==> src/hw/rtl/dll_pkg.sv <==
`timescale 1ns / 1ps
// ----------------------------------------------------------------------------
// Linked list engine package
// Request and result types, command and status codes, and sequencer states
// that the list engine modules share.
// ----------------------------------------------------------------------------
package dll_pkg;

  localparam int CMD_W   = 3;
  localparam int VALUE_W = 32;
  localparam int POS_W   = 6;
  localparam int ELEM_W  = 32;
  localparam int STAT_W  = 2;
  localparam int LEN_W   = 6;

  typedef enum logic [CMD_W-1:0] {
    CMD_PUSH_FRONT = 3'd0,
    CMD_PUSH_BACK  = 3'd1,
    CMD_INSERT     = 3'd2,
    CMD_POP_FRONT  = 3'd3,
    CMD_POP_BACK   = 3'd4,
    CMD_WALK_FWD   = 3'd5,
    CMD_WALK_REV   = 3'd6
  } cmd_t;

  typedef enum logic [STAT_W-1:0] {
    ST_OK    = 2'd0,
    ST_EMPTY = 2'd1,
    ST_FULL  = 2'd2,
    ST_RANGE = 2'd3
  } status_t;

  typedef struct packed {
    logic [CMD_W-1:0]   cmd;
    logic [VALUE_W-1:0] value;
    logic [POS_W-1:0]   position;
  } in_req_t;

  typedef struct packed {
    logic [ELEM_W-1:0] element;
    logic [STAT_W-1:0] status;
    logic [LEN_W-1:0]  length;
    logic              last;
  } out_res_t;

  // Write strobes from the sequencer to the slot and free-slot memories.
  typedef struct packed {
    logic data_we;
    logic next_we;
    logic prev_we;
    logic free_we;
  } store_we_t;

  typedef enum logic [2:0] {
    S_IDLE,
    S_DISPATCH,
    S_POP,
    S_SEEK,
    S_LINK,
    S_EMIT,
    S_WALK
  } state_t;

endpackage

==> src/hw/rtl/dll_store.sv <==
`timescale 1ns / 1ps
// ----------------------------------------------------------------------------
// Linked list slot storage
// Slot data, next and previous link memories with one registered read port,
// and the free-slot stack whose unwritten entries read as their own index.
// ----------------------------------------------------------------------------
module dll_store #(
  parameter int CAPACITY   = 32,
  parameter int DATA_WIDTH = 32
) (
  input  logic                        clk,
  input  logic                        rst_n,
  input  dll_pkg::store_we_t          we,
  input  logic [$clog2(CAPACITY)-1:0] data_addr,
  input  logic [DATA_WIDTH-1:0]       data_wdata,
  input  logic [$clog2(CAPACITY)-1:0] next_addr,
  input  logic [$clog2(CAPACITY)-1:0] next_wdata,
  input  logic [$clog2(CAPACITY)-1:0] prev_addr,
  input  logic [$clog2(CAPACITY)-1:0] prev_wdata,
  input  logic [$clog2(CAPACITY)-1:0] free_addr,
  input  logic [$clog2(CAPACITY)-1:0] free_wdata,
  input  logic [$clog2(CAPACITY)-1:0] rd_addr,
  input  logic [$clog2(CAPACITY)-1:0] free_rd_addr,
  output logic [DATA_WIDTH-1:0]       data_rd,
  output logic [$clog2(CAPACITY)-1:0] next_rd,
  output logic [$clog2(CAPACITY)-1:0] prev_rd,
  output logic [$clog2(CAPACITY)-1:0] free_rd
);
  import dll_pkg::*;

  localparam int SLOT_W = $clog2(CAPACITY);

  logic [DATA_WIDTH-1:0] data_mem [CAPACITY];
  logic [SLOT_W-1:0]     next_mem [CAPACITY];
  logic [SLOT_W-1:0]     prev_mem [CAPACITY];
  logic [SLOT_W-1:0]     free_mem [CAPACITY];
  logic [CAPACITY-1:0]   free_vld_r;

  logic [DATA_WIDTH-1:0] data_rd_r;
  logic [SLOT_W-1:0]     next_rd_r;
  logic [SLOT_W-1:0]     prev_rd_r;
  logic [SLOT_W-1:0]     free_rd_r;

  always_ff @(posedge clk) begin
    if (we.data_we) begin
      data_mem[data_addr] <= data_wdata;
    end
    if (we.next_we) begin
      next_mem[next_addr] <= next_wdata;
    end
    if (we.prev_we) begin
      prev_mem[prev_addr] <= prev_wdata;
    end
    if (we.free_we) begin
      free_mem[free_addr] <= free_wdata;
    end
    data_rd_r <= data_mem[rd_addr];
    next_rd_r <= next_mem[rd_addr];
    prev_rd_r <= prev_mem[rd_addr];
    free_rd_r <= free_vld_r[free_rd_addr] ? free_mem[free_rd_addr] : free_rd_addr;
  end

  // A free-stack entry holds its own index until it is first written.
  always_ff @(posedge clk) begin
    if (!rst_n) begin
      free_vld_r <= '0;
    end else if (we.free_we) begin
      free_vld_r[free_addr] <= 1'b1;
    end
  end

  assign data_rd = data_rd_r;
  assign next_rd = next_rd_r;
  assign prev_rd = prev_rd_r;
  assign free_rd = free_rd_r;

endmodule

==> src/hw/rtl/dll_ctrl.sv <==
`timescale 1ns / 1ps
// ----------------------------------------------------------------------------
// Linked list sequencer
// Decodes each request and steps a shared link-following cursor through the
// slot memories for pops, positioned inserts and walks.
// ----------------------------------------------------------------------------
module dll_ctrl #(
  parameter int CAPACITY   = 32,
  parameter int DATA_WIDTH = 32
) (
  input  logic                        clk,
  input  logic                        rst_n,
  input  logic                        in_valid,
  output logic                        in_ready,
  input  dll_pkg::in_req_t            in_req,
  output logic                        emit_valid,
  input  logic                        emit_ready,
  output dll_pkg::out_res_t           emit_res,
  output dll_pkg::store_we_t          we,
  output logic [$clog2(CAPACITY)-1:0] data_addr,
  output logic [DATA_WIDTH-1:0]       data_wdata,
  output logic [$clog2(CAPACITY)-1:0] next_addr,
  output logic [$clog2(CAPACITY)-1:0] next_wdata,
  output logic [$clog2(CAPACITY)-1:0] prev_addr,
  output logic [$clog2(CAPACITY)-1:0] prev_wdata,
  output logic [$clog2(CAPACITY)-1:0] free_addr,
  output logic [$clog2(CAPACITY)-1:0] free_wdata,
  output logic [$clog2(CAPACITY)-1:0] rd_addr,
  output logic [$clog2(CAPACITY)-1:0] free_rd_addr,
  input  logic [DATA_WIDTH-1:0]       data_rd,
  input  logic [$clog2(CAPACITY)-1:0] next_rd,
  input  logic [$clog2(CAPACITY)-1:0] prev_rd,
  input  logic [$clog2(CAPACITY)-1:0] free_rd
);
  import dll_pkg::*;

  localparam int SLOT_W = $clog2(CAPACITY);
  localparam int CNT_W  = $clog2(CAPACITY + 1);
  localparam int CMP_W  = ((CNT_W > POS_W) ? CNT_W : POS_W) + 1;

  state_t                state_r, state_nxt;
  logic [CMD_W-1:0]      cmd_r, cmd_nxt;
  logic [DATA_WIDTH-1:0] value_r, value_nxt;
  logic [POS_W-1:0]      pos_r, pos_nxt;
  logic [SLOT_W-1:0]     head_r, head_nxt;
  logic [SLOT_W-1:0]     tail_r, tail_nxt;
  logic [SLOT_W-1:0]     cur_r, cur_nxt;
  logic [SLOT_W-1:0]     link_r, link_nxt;
  logic [CNT_W-1:0]      count_r, count_nxt;
  logic [CNT_W-1:0]      steps_r, steps_nxt;
  logic                  fwd_r, fwd_nxt;
  logic [STAT_W-1:0]     status_r, status_nxt;

  logic [CMP_W-1:0]  cnt_x, pos_x;
  logic [63:0]       value_ext, data_ext;
  logic              is_empty, is_full, beyond, near_head, ins_front, ins_back;
  logic              cmd_fwd, is_walk;
  logic [SLOT_W-1:0] step_slot;
  logic              disp_push, disp_front;
  logic [STAT_W-1:0] disp_status;
  state_t            disp_state;

  assign cnt_x     = CMP_W'(count_r);
  assign pos_x     = CMP_W'(pos_r);
  assign value_ext = 64'(in_req.value);
  assign data_ext  = 64'(data_rd);
  assign is_empty  = (count_r == '0);
  assign is_full   = (count_r == CNT_W'(CAPACITY));
  assign beyond    = (pos_x > cnt_x);
  assign near_head = (pos_x < (cnt_x >> 1));
  assign ins_front = (pos_r == '0);
  assign ins_back  = (pos_x == cnt_x);
  assign is_walk   = (cmd_r == CMD_WALK_FWD) || (cmd_r == CMD_WALK_REV);
  assign cmd_fwd   = (cmd_r == CMD_POP_FRONT) || (cmd_r == CMD_WALK_FWD) ||
                     ((cmd_r == CMD_INSERT) && near_head);
  assign step_slot = fwd_r ? next_rd : prev_rd;

  // Command decode, evaluated in the dispatch state.
  always_comb begin
    disp_push   = 1'b0;
    disp_front  = 1'b0;
    disp_status = ST_OK;
    disp_state  = S_EMIT;
    case (cmd_r)
      CMD_PUSH_FRONT, CMD_PUSH_BACK: begin
        if (is_full) begin
          disp_status = ST_FULL;
        end else begin
          disp_push  = 1'b1;
          disp_front = (cmd_r == CMD_PUSH_FRONT);
        end
      end
      CMD_INSERT: begin
        if (beyond) begin
          disp_status = ST_RANGE;
        end else if (is_full) begin
          disp_status = ST_FULL;
        end else if (ins_front) begin
          disp_push  = 1'b1;
          disp_front = 1'b1;
        end else if (ins_back) begin
          disp_push = 1'b1;
        end else begin
          disp_state = S_SEEK;
        end
      end
      CMD_POP_FRONT, CMD_POP_BACK: begin
        if (is_empty) begin
          disp_status = ST_EMPTY;
        end else begin
          disp_state = S_POP;
        end
      end
      CMD_WALK_FWD, CMD_WALK_REV: begin
        if (is_empty) begin
          disp_status = ST_EMPTY;
        end else begin
          disp_state = S_WALK;
        end
      end
      default: begin
      end
    endcase
  end

  always_comb begin
    state_nxt = state_r;
    case (state_r)
      S_IDLE: begin
        if (in_valid) begin
          state_nxt = S_DISPATCH;
        end
      end
      S_DISPATCH: state_nxt = disp_state;
      S_POP:      state_nxt = S_EMIT;
      S_SEEK: begin
        if (steps_r == '0) begin
          state_nxt = S_LINK;
        end
      end
      S_LINK: state_nxt = S_EMIT;
      S_EMIT: begin
        if (emit_ready) begin
          state_nxt = S_IDLE;
        end
      end
      S_WALK: begin
        if (emit_ready && (steps_r == CNT_W'(1))) begin
          state_nxt = S_IDLE;
        end
      end
      default: state_nxt = S_IDLE;
    endcase
  end

  always_comb begin
    cmd_nxt    = cmd_r;
    value_nxt  = value_r;
    pos_nxt    = pos_r;
    head_nxt   = head_r;
    tail_nxt   = tail_r;
    cur_nxt    = cur_r;
    link_nxt   = link_r;
    count_nxt  = count_r;
    steps_nxt  = steps_r;
    fwd_nxt    = fwd_r;
    status_nxt = status_r;
    we         = '0;
    data_addr  = free_rd;
    data_wdata = value_r;
    next_addr  = '0;
    next_wdata = '0;
    prev_addr  = '0;
    prev_wdata = '0;
    free_addr  = SLOT_W'(count_r - CNT_W'(1));
    free_wdata = cur_r;
    case (state_r)
      S_IDLE: begin
        if (in_valid) begin
          cmd_nxt   = in_req.cmd;
          value_nxt = value_ext[DATA_WIDTH-1:0];
          pos_nxt   = in_req.position;
        end
      end
      S_DISPATCH: begin
        status_nxt = disp_status;
        fwd_nxt    = cmd_fwd;
        cur_nxt    = cmd_fwd ? head_r : tail_r;
        if (is_walk) begin
          steps_nxt = count_r;
        end else if (near_head) begin
          steps_nxt = CNT_W'(pos_x);
        end else begin
          steps_nxt = CNT_W'(cnt_x - pos_x - CMP_W'(1));
        end
        if (disp_push) begin
          we.data_we = 1'b1;
          count_nxt  = count_r + CNT_W'(1);
          if (is_empty) begin
            head_nxt = free_rd;
            tail_nxt = free_rd;
          end else if (disp_front) begin
            we.next_we = 1'b1;
            next_addr  = free_rd;
            next_wdata = head_r;
            we.prev_we = 1'b1;
            prev_addr  = head_r;
            prev_wdata = free_rd;
            head_nxt   = free_rd;
          end else begin
            we.prev_we = 1'b1;
            prev_addr  = free_rd;
            prev_wdata = tail_r;
            we.next_we = 1'b1;
            next_addr  = tail_r;
            next_wdata = free_rd;
            tail_nxt   = free_rd;
          end
        end
      end
      S_POP: begin
        // The released slot goes back on the free stack.
        we.free_we = 1'b1;
        count_nxt  = count_r - CNT_W'(1);
        if (count_r == CNT_W'(1)) begin
          head_nxt = '0;
          tail_nxt = '0;
        end else if (fwd_r) begin
          head_nxt = next_rd;
        end else begin
          tail_nxt = prev_rd;
        end
      end
      S_SEEK: begin
        if (steps_r != '0) begin
          cur_nxt   = step_slot;
          steps_nxt = steps_r - CNT_W'(1);
        end else begin
          // The cursor is the element that the new one goes in front of.
          we.data_we = 1'b1;
          we.next_we = 1'b1;
          next_addr  = free_rd;
          next_wdata = cur_r;
          we.prev_we = 1'b1;
          prev_addr  = cur_r;
          prev_wdata = free_rd;
          link_nxt   = prev_rd;
        end
      end
      S_LINK: begin
        we.prev_we = 1'b1;
        prev_addr  = free_rd;
        prev_wdata = link_r;
        we.next_we = 1'b1;
        next_addr  = link_r;
        next_wdata = free_rd;
        count_nxt  = count_r + CNT_W'(1);
      end
      S_WALK: begin
        if (emit_ready) begin
          cur_nxt   = step_slot;
          steps_nxt = steps_r - CNT_W'(1);
        end
      end
      default: begin
      end
    endcase
  end

  always_ff @(posedge clk) begin
    if (!rst_n) begin
      state_r <= S_IDLE;
      head_r  <= '0;
      tail_r  <= '0;
      count_r <= '0;
    end else begin
      state_r <= state_nxt;
      head_r  <= head_nxt;
      tail_r  <= tail_nxt;
      count_r <= count_nxt;
    end
  end

  always_ff @(posedge clk) begin
    cmd_r    <= cmd_nxt;
    value_r  <= value_nxt;
    pos_r    <= pos_nxt;
    cur_r    <= cur_nxt;
    link_r   <= link_nxt;
    steps_r  <= steps_nxt;
    fwd_r    <= fwd_nxt;
    status_r <= status_nxt;
  end

  assign in_ready     = (state_r == S_IDLE);
  assign rd_addr      = cur_nxt;
  assign free_rd_addr = is_full ? '0 : SLOT_W'(count_r);
  assign emit_valid   = (state_r == S_EMIT) || (state_r == S_WALK);

  always_comb begin
    emit_res.length = cnt_x[LEN_W-1:0];
    if (state_r == S_WALK) begin
      emit_res.element = data_ext[ELEM_W-1:0];
      emit_res.status  = ST_OK;
      emit_res.last    = (steps_r == CNT_W'(1));
    end else begin
      emit_res.element = '0;
      emit_res.status  = status_r;
      emit_res.last    = 1'b1;
    end
  end

endmodule

==> src/hw/rtl/doubly_linked_list_engine.sv <==
`timescale 1ns / 1ps
// ----------------------------------------------------------------------------
// Doubly linked list engine
// Bounded doubly linked list with push, pop, positioned insert and walks.
// ----------------------------------------------------------------------------
// Usage: a request (cmd, value, position) is taken on in_valid/in_ready.
// The engine works on one request at a time; in_ready is high only while it
// waits for a request. Every request gives one result on out_valid/out_ready,
// except a walk of a non-empty list, which gives one result per element,
// front to back or back to front, with last set on the final one.
// Flow: push and push-like inserts go from dispatch straight to the result,
// pops pass through the pop state, and an insert in the middle seeks from
// the nearer end, since the cursor follows one link per cycle through the
// single read port of the slot memories. A walk delivers one element per
// cycle while the receiver does not stall.
// The engine is ready again in the cycle after its final result enters the
// output register, so it takes no new request before the last one is done.
// A result register sits at the output, so the next request is accepted while
// the last result still waits; a stalled receiver holds a walk on its current
// element. Reset empties the list at once; no clearing pass is needed.
// ----------------------------------------------------------------------------
module doubly_linked_list_engine #(
  parameter int CAPACITY   = 32,
  parameter int DATA_WIDTH = 32
) (
  input  logic              clk,
  input  logic              rst_n,
  input  logic              in_valid,
  output logic              in_ready,
  input  dll_pkg::in_req_t  in_req,
  output logic              out_valid,
  input  logic              out_ready,
  output dll_pkg::out_res_t out_res
);
  import dll_pkg::*;

  localparam int SLOT_W = $clog2(CAPACITY);

  // Handshake between the sequencer and the result register.
  logic     emit_valid;
  logic     emit_ready;
  out_res_t emit_res;

  // Result register.
  logic     out_valid_r;
  out_res_t out_res_r;

  // Storage ports.
  store_we_t             we;
  logic [SLOT_W-1:0]     data_addr;
  logic [DATA_WIDTH-1:0] data_wdata;
  logic [SLOT_W-1:0]     next_addr;
  logic [SLOT_W-1:0]     next_wdata;
  logic [SLOT_W-1:0]     prev_addr;
  logic [SLOT_W-1:0]     prev_wdata;
  logic [SLOT_W-1:0]     free_addr;
  logic [SLOT_W-1:0]     free_wdata;
  logic [SLOT_W-1:0]     rd_addr;
  logic [SLOT_W-1:0]     free_rd_addr;
  logic [DATA_WIDTH-1:0] data_rd;
  logic [SLOT_W-1:0]     next_rd;
  logic [SLOT_W-1:0]     prev_rd;
  logic [SLOT_W-1:0]     free_rd;

  dll_ctrl #(
    .CAPACITY   (CAPACITY),
    .DATA_WIDTH (DATA_WIDTH)
  ) u_ctrl (
    .clk          (clk),
    .rst_n        (rst_n),
    .in_valid     (in_valid),
    .in_ready     (in_ready),
    .in_req       (in_req),
    .emit_valid   (emit_valid),
    .emit_ready   (emit_ready),
    .emit_res     (emit_res),
    .we           (we),
    .data_addr    (data_addr),
    .data_wdata   (data_wdata),
    .next_addr    (next_addr),
    .next_wdata   (next_wdata),
    .prev_addr    (prev_addr),
    .prev_wdata   (prev_wdata),
    .free_addr    (free_addr),
    .free_wdata   (free_wdata),
    .rd_addr      (rd_addr),
    .free_rd_addr (free_rd_addr),
    .data_rd      (data_rd),
    .next_rd      (next_rd),
    .prev_rd      (prev_rd),
    .free_rd      (free_rd)
  );

  dll_store #(
    .CAPACITY   (CAPACITY),
    .DATA_WIDTH (DATA_WIDTH)
  ) u_store (
    .clk          (clk),
    .rst_n        (rst_n),
    .we           (we),
    .data_addr    (data_addr),
    .data_wdata   (data_wdata),
    .next_addr    (next_addr),
    .next_wdata   (next_wdata),
    .prev_addr    (prev_addr),
    .prev_wdata   (prev_wdata),
    .free_addr    (free_addr),
    .free_wdata   (free_wdata),
    .rd_addr      (rd_addr),
    .free_rd_addr (free_rd_addr),
    .data_rd      (data_rd),
    .next_rd      (next_rd),
    .prev_rd      (prev_rd),
    .free_rd      (free_rd)
  );

  // The result register takes a new result when it is empty or is being
  // drained in the same cycle.
  assign emit_ready = !out_valid_r || out_ready;

  always_ff @(posedge clk) begin
    if (!rst_n) begin
      out_valid_r <= 1'b0;
    end else if (emit_valid && emit_ready) begin
      out_valid_r <= 1'b1;
    end else if (out_ready) begin
      out_valid_r <= 1'b0;
    end
  end

  always_ff @(posedge clk) begin
    if (emit_valid && emit_ready) begin
      out_res_r <= emit_res;
    end
  end

  assign out_valid = out_valid_r;
  assign out_res   = out_res_r;

  // A request is only taken while the sequencer produces no result.
  assert property (@(posedge clk) disable iff (!rst_n)
    (in_valid && in_ready) |-> !(emit_valid && emit_ready))
    else $error("request accepted while a result was being produced");

  // The engine is busy in the cycle after it takes a request.
  assert property (@(posedge clk) disable iff (!rst_n)
    (in_valid && in_ready) |=> !in_ready)
    else $error("engine ready again right after accepting a request");

  // Any refused command finishes with a single, final result.
  assert property (@(posedge clk) disable iff (!rst_n)
    out_valid |-> ((out_res.status == ST_OK) || out_res.last))
    else $error("error status on a result that is not the last");

  // Element data appears only on walk results, which carry an ok status.
  assert property (@(posedge clk) disable iff (!rst_n)
    (out_valid && (out_res.status != ST_OK)) |-> (out_res.element == '0))
    else $error("element data on a refused command");

endmodule
==> config.mk <==
export PLATFORM = sky130hd
export DESIGN_NAME = doubly_linked_list_engine
export DESIGN_NICKNAME = d
export VERILOG_FILES = /design/src/hw/rtl/dll_pkg.sv /design/src/hw/rtl/dll_store.sv /design/src/hw/rtl/dll_ctrl.sv /design/src/hw/rtl/doubly_linked_list_engine.sv
export SDC_FILE = /design/constraint.sdc
export NUM_CORES = 2
export LEC_CHECK = 0
export BUFFER_PORTS_ARGS = -buffer_cell sky130_fd_sc_hd__buf_2
export CORE_ASPECT_RATIO = 1.25
export CORE_MARGIN = 2
export CORE_UTILIZATION = 45
export DETAILED_ROUTE_END_ITERATION = 16
export PLACE_DENSITY = 0.64
export SLEW_MARGIN = 20
export SYNTH_ARGS = -nofsm -noshare
export SYNTH_HDL_FRONTEND = slang
export SYNTH_HIERARCHICAL = 1
export SYNTH_SLANG_ARGS = --single-unit
==> constraint.sdc <==
create_clock -name clk -period 5.45 [get_ports clk]
set_clock_uncertainty 0.2 [all_clocks]
set_input_delay 0 -clock clk [delete_from_list [all_inputs] [get_ports clk]]
set_output_delay 0 -clock clk [all_outputs]
set_load 0.1 [all_outputs]
---- After elaboration in Yosys (flattened, before gate mapping) ----
Memory sizes are Yosys's and may differ from the RTL's. A register that Yosys moved wholly into a read port is not among the register bits.
Cells that the tools add are included.
storage, ports and cells
  memories kept ........................... 4
  input port bits ......................... 45
  output and inout port bits .............. 43
  word-level logic and storage cells ...... 177
  register bits after elaboration ......... 158
  RAM bits ................................ 1504
operators by class
  $add $sub $neg .......................... 5
  multiplexer cells ....................... 83
  reductions and logical operators ........ 32
  eq/ne operators ......................... 27
  magnitude comparators ................... 5
  bitwise operators ....................... 2
memories
  memory            words  width  rd ports  clocked after memory_dff  write ports  line             RTL
  u_store.data_mem  32     32     1         1                         1            dll_store.sv:33  logic [DATA_WIDTH-1:0] data_mem [CAPACITY];
  u_store.free_mem  32     5      1         0                         1            dll_store.sv:36  logic [SLOT_W-1:0] free_mem [CAPACITY];
  u_store.next_mem  32     5      1         1                         1            dll_store.sv:34  logic [SLOT_W-1:0] next_mem [CAPACITY];
  u_store.prev_mem  32     5      1         1                         1            dll_store.sv:35  logic [SLOT_W-1:0] prev_mem [CAPACITY];
operator list
  cell                 count
  $mux 5               24
  $pmux 5 s3           3
  $pmux 6 s3           2
  $mux 3               11
  $or 32x32->32        1
  $mux 6               5
  $mux 1               23
  $pmux 5 s2           2
  $eq 3x3->1 const B   6
  $logic_not 6->1      3
  $pmux 3 s6           1
  $sub 6x1->6 const B  3
  $eq 3x2->1 const B   4
  $eq 6x1->1 const B   2
  $lt 5x6->1 const B   2
  $pmux 2 s3           2
  $reduce_and 4->1     3
  $pmux 3 s3           1
  $mux 2               4
  $ne 2x1->1 const B   4
  $reduce_or 2->1      4
  $add 6x1->6 const B  1
  $eq 3x1->1 const B   2
  $eq 6x6->1           1
  23 further kinds     40

---- Logic depth before layout (Yosys ltp) ----
  word-level depth ........................ 10
  mapped depth ............................ 14
  depth with buffers taken out ............ 11

---- Hierarchy ----
Netlist, hierarchy kept.
by module, submodules not included
  module                     cells an instance  times used  sequential area each (um2)  area an instance (um2)
  dll_store                  2522               1           46744.8                     59928.7
  dll_ctrl                   456                1           2132.0                      4633.2
  doubly_linked_list_engine  46                 1           1251.2                      1288.7

---- Worst setup path after synthesis ----
No wires, ideal clock.
  path type ............................... reg-to-reg
  start ................................... reg u_ctrl.state_r[1]
  end ..................................... reg u_ctrl.cmd_r[0], enable pin
  data required time ...................... 4.848 ns
  period minus slack after synthesis ...... 4.698 ns
  path buffers ............................ 2
  path slack .............................. 0.752 ns
  library setup time ...................... 0.402 ns
  stages on the path, launching flop included .. 5
  arrival ................................. 4.096 ns
  path through ............................ dfxtp_1 -> clkbuf_1 -> clkbuf_1 -> nor3_1 -> and2_1
between the ends
  longest elaborated chain between the ends .. 2
ends and longest elaborated chain
  item                               line                             RTL
  start: declaration                 dll_ctrl.sv:41                   state_t state_r, state_nxt;
  start signal: assignment           dll_ctrl.sv:277                  state_r <= state_nxt;
  $logic_not 3->1                    n/a
  named net in_ready                 doubly_linked_list_engine.sv:29  output logic in_ready,
  $reduce_and 2->1 (no source line)  n/a
  end signal: assignment             dll_ctrl.sv:285                  cmd_r <= cmd_nxt;
  end: declaration                   dll_ctrl.sv:42                   logic [CMD_W-1:0] cmd_r, cmd_nxt;
The timed path passes the listed nets, and every way through them passes these cells.
A chain may end at the register's enable or synchronous reset.

---- Final worst setup path ----
  start ................................... reg u_ctrl.count_r[1]
  end ..................................... mem u_store/next_mem[12][4] (netlist bit), enable pin
between the ends
  elaborated cells on any way between the ends .. 23
  those cells by class .................... order compare: 1; eq/ne: 2; mux: 19; reduce/logical: 1
RTL lines
  item                                                line                             RTL
  start: declaration                                  dll_ctrl.sv:49                   logic [CNT_W-1:0] count_r, count_nxt;
  start signal: assignment                            dll_ctrl.sv:280                  count_r <= count_nxt;
  branches (longest 6 deep; another with $gt 6x6->1)  n/a
  $mux 5 *                                            dll_ctrl.sv:196                  if (disp_push) begin
  $pmux 5 s3 *                                        dll_ctrl.sv:177                  case (state_r)
  named net next_addr[3]                              doubly_linked_list_engine.sv:52  logic [SLOT_W-1:0] next_addr;
  end: declaration                                    dll_store.sv:34
Mark *: on every way through the listed nets, which the timed path passes.

==> flow_summary.yaml <==
grt:
  grt_max_degree: 74
  grt_antenna_before_repair: 2
  grt_pass1_vias: 32911
  grt_pass1_wl_mm: 222
  grt_use_total_pct: 20.4
  grt_overflow: 0
flow_run:
  cap_violations: 0
routing:
  drt_pass1_iterations: 7
  vias: 31685
  finalWirelength_mm: 152
  wire_per_inst_um: 28.6
  drt_iter0_drc: 3381
  drtAntennaViolNets: 0
  drc: 0
  viasPerCell: 5.95
synth:
  synthXorXnorAreaFrac_pct: 0.200
  netlist.area_leader.share_pct: 73.0
  syn_nets: 3089
  ys_seq_area_share_pct: 76.1
  synth_cell_types: 71
  synth-simple-area-share_pct: 2.62
  synthTopCellsByArea: "edfxtp_1 73%, mux4_2 16%, dfxtp_1 3.2%"
  synth-async-reset-ratio_pct: 0
  synth_ff_type: "edfxtp_1"
  yosysMostFrequentCell: "edfxtp_1"
  synth_top_family_by_area: "multiplexers"
  synth-adder-area-share_pct: 0.391
  syn_area_um2: 65900
  yosysWarnings: 6
  synth_mux_area_share_pct: 17.1
  ys_ff_latch: 1704
  syn_avg_cell_area_um2: 21.8
  synth_top_area_cell: "edfxtp_1"
  synth-compound-area-share_pct: 2.21
  syn_inst: 3024
  synth_edf_count: 1600
  synth_common_cells: "1600 x edfxtp_1, 459 x mux4_2, 166 x nor2_1, 104 x dfxtp_1, 78 x clkbuf_1"
floorplan:
  die_y_um: 432
  core_area_um2: 145000
  fp.dieW_um: 346
  start_util_pct: 45.4
  die_area_um2: 149000
  ios: 88
  rows: 156
clock_tree:
  cts_made_buffers: 161
  cts_resized: 0
  insertion_delay_ns: 0.78
  htree_levels: 4
  clkSlewWorstSetupHoldPaths_ns: 0.07
  cts_sinks: 1704
  cts-root-buf: "clkbuf_16"
  clk_path_buf_depth: 3
  cts_tree: "done"
pwr:
  powerDensity_nw_per_um2: 474
  finalPower_mw: 35.8
  ir_drop_v: 0.000403
  cellLeakagePower_nw: 23.2
setup_path:
  rrSetupSlack_ns: 0.60
  crit_slowest_cell: "dfxtp_1"
  max_stage_delay_ns: 0.62
  path_max_fanout: 23
  end_kind: "flip-flop"
  path_cells: "inv_1 > ha_1 > nor3b_2 > a211o_1 > a221oi_1 > nand4_1 > o21ai_1 > a21o_1 > buf_4 > buf_4 > nand3b_1 > nor2_1"
  crit_path_start_kind: "flip-flop"
  crit_path_frequent_cell: "buf_4"
  required_ns: 5.67
  critical_path_class: "flip-flop to flip-flop"
  critPathArrivalTime_ns: 5.07
timing:
  fin_ws_ns: 0.604
  tightest_slew_ns: 0.991
  rsz0062_at_grt: "false"
  final_hold_viol_count: 0
  fin_setup_tns_ns: 0
  drv_slew: 0
  period_needed_ns: 4.85
  maxSlewHeadroom_pct: 33.8
  max_freq_ghz: 0.206
  final_min_period_over_clock_period_pct: 88.9
  finalSetupViolations: 0
worst_hold_path:
  hold_class: "input pin to flip-flop"
cells_and_area:
  utilization_pct: 52.1
  final_nets: 3364
  drive_gt1_share_pct: 28.8
  num_antenna_cells: 0
  area_growth_pct: 14.8
  fill_cells: 11064
  multi_input_area_um2: 15200
  regArea_um2: 50100
placement:
  hpwl_mm: 85.1
  portBuffers: 87
  place_ws_ns: 0.632
  routabilityCongestion: 0.867
run_status:
  status: "finished clean"
[worst max-delay path: cells and delay by family, from the launching register on]
kind	cells	cell delay, ns
flops	1	0.62
buf+inv	3	0.80
compound gates	4	1.25
fa+ha+maj	1	0.29
simple gates	4	1.29
[metal layers]
metal  vias to the layer above  global-route usage, %  part of all wire (%)
met5                         -                      0                     0
met4                         0                   7.17                   3.3
met3                       306                   3.07                   6.2
met2                      1321                   35.2                    52
met1                     16896                   26.4                    39
li1                      13162                      -                     -
[state kept, by name (all words and copies together) (netlist names), 6 cells and up]
register	cells
u_store/prev_mem	160
u_ctrl/pos_r	6
u_ctrl/steps_r	6
u_store/data_mem	1024
out_res	41
u_ctrl/data_wdata	32
u_store/data_rd	32
u_ctrl/count_r	6
u_store/free_mem	160
u_store/free_vld_r	32
u_store/next_mem	160
[kinds of logic after synthesis]
group | count (synthesis)
flip-flops | 1704
multiplexers | 546
AND/OR/NAND/NOR | 348
AO/OA/AOI/OAI | 199
buffers and inverters | 192
adder cells (fa/ha/maj) | 20
XOR/XNOR | 15
[power by group]
| part | internal, mW | switching [mW] | total [mW] | leakage (nW) |
|---|---|---|---|---|
| registers | 15.5 | 0.742 | 16.2 | 15.2 |
| clock network | 6.69 | 4.74 | 11.4 | 2.62 |
| logic | 3.76 | 4.44 | 8.21 | 5.39 |
| total | 25.9 | 9.93 | 35.8 | 23.2 |
[placed cells by master (no fill, tap or decap), types with 43 or more instances in the layout]
cell type	Yosys	final
buf_4	20	67
clkbuf_16	0	165
nand2_1	43	43
dlygate4sd3_1	0	88
buf_2	42	87
dfxtp_1	104	104
edfxtp_1	1600	1600
mux2_2	44	44
mux2i_1	43	43
mux4_2	459	459
nor2_1	166	134
[final timing paths]
check                                             from                      end  cells past startpoint
worst max-delay path                 u_ctrl/count_r[1]  u_store/next_mem[12][4]                     12
worst min-delay path                             rst_n    u_store/free_vld_r[5]                      4
worst max register to register       u_ctrl/count_r[1]  u_store/next_mem[12][4]                     12
worst min register to register  u_store/free_vld_r[14]   u_store/free_vld_r[14]                      1
[repair_timing]
action | CTS | global route
setup endpoints to repair | 0 | 0
buffers inserted | 0 | 0
endpoints found under the hold margin | 112 | 0
hold buffers | 88 | 0
[layout make-up]
| class | instances | area share [%] |
|---|---|---|
| clock inverters | 80 | 1.38 |
| multi-input cells | 1128 | 20.1 |
| well taps | 1896 | 3.14 |
| repair buffers | 272 | 3.20 |
| clock buffers | 212 | 5.76 |
| flip-flops and latches | 1704 | 66.3 |
| inverters | 32 | 0.159 |
[stage by stage]
| step | instances | hold slack, ns | instance area [µm²] |
|---|---|---|---|
| CTS | 5324 | 0.114 | 75600 |
| floorplan | 3024 | -0.101 | 65900 |
| finish | 5324 | 0.173 | 75600 |
| global route | 5324 | 0.165 | 75600 |
| global placement | 4944 | -0.0224 | 69300 |
| detailed placement | 4944 | -0.0219 | 69300 |
Note: power is estimated with default switching activity, not from simulation.
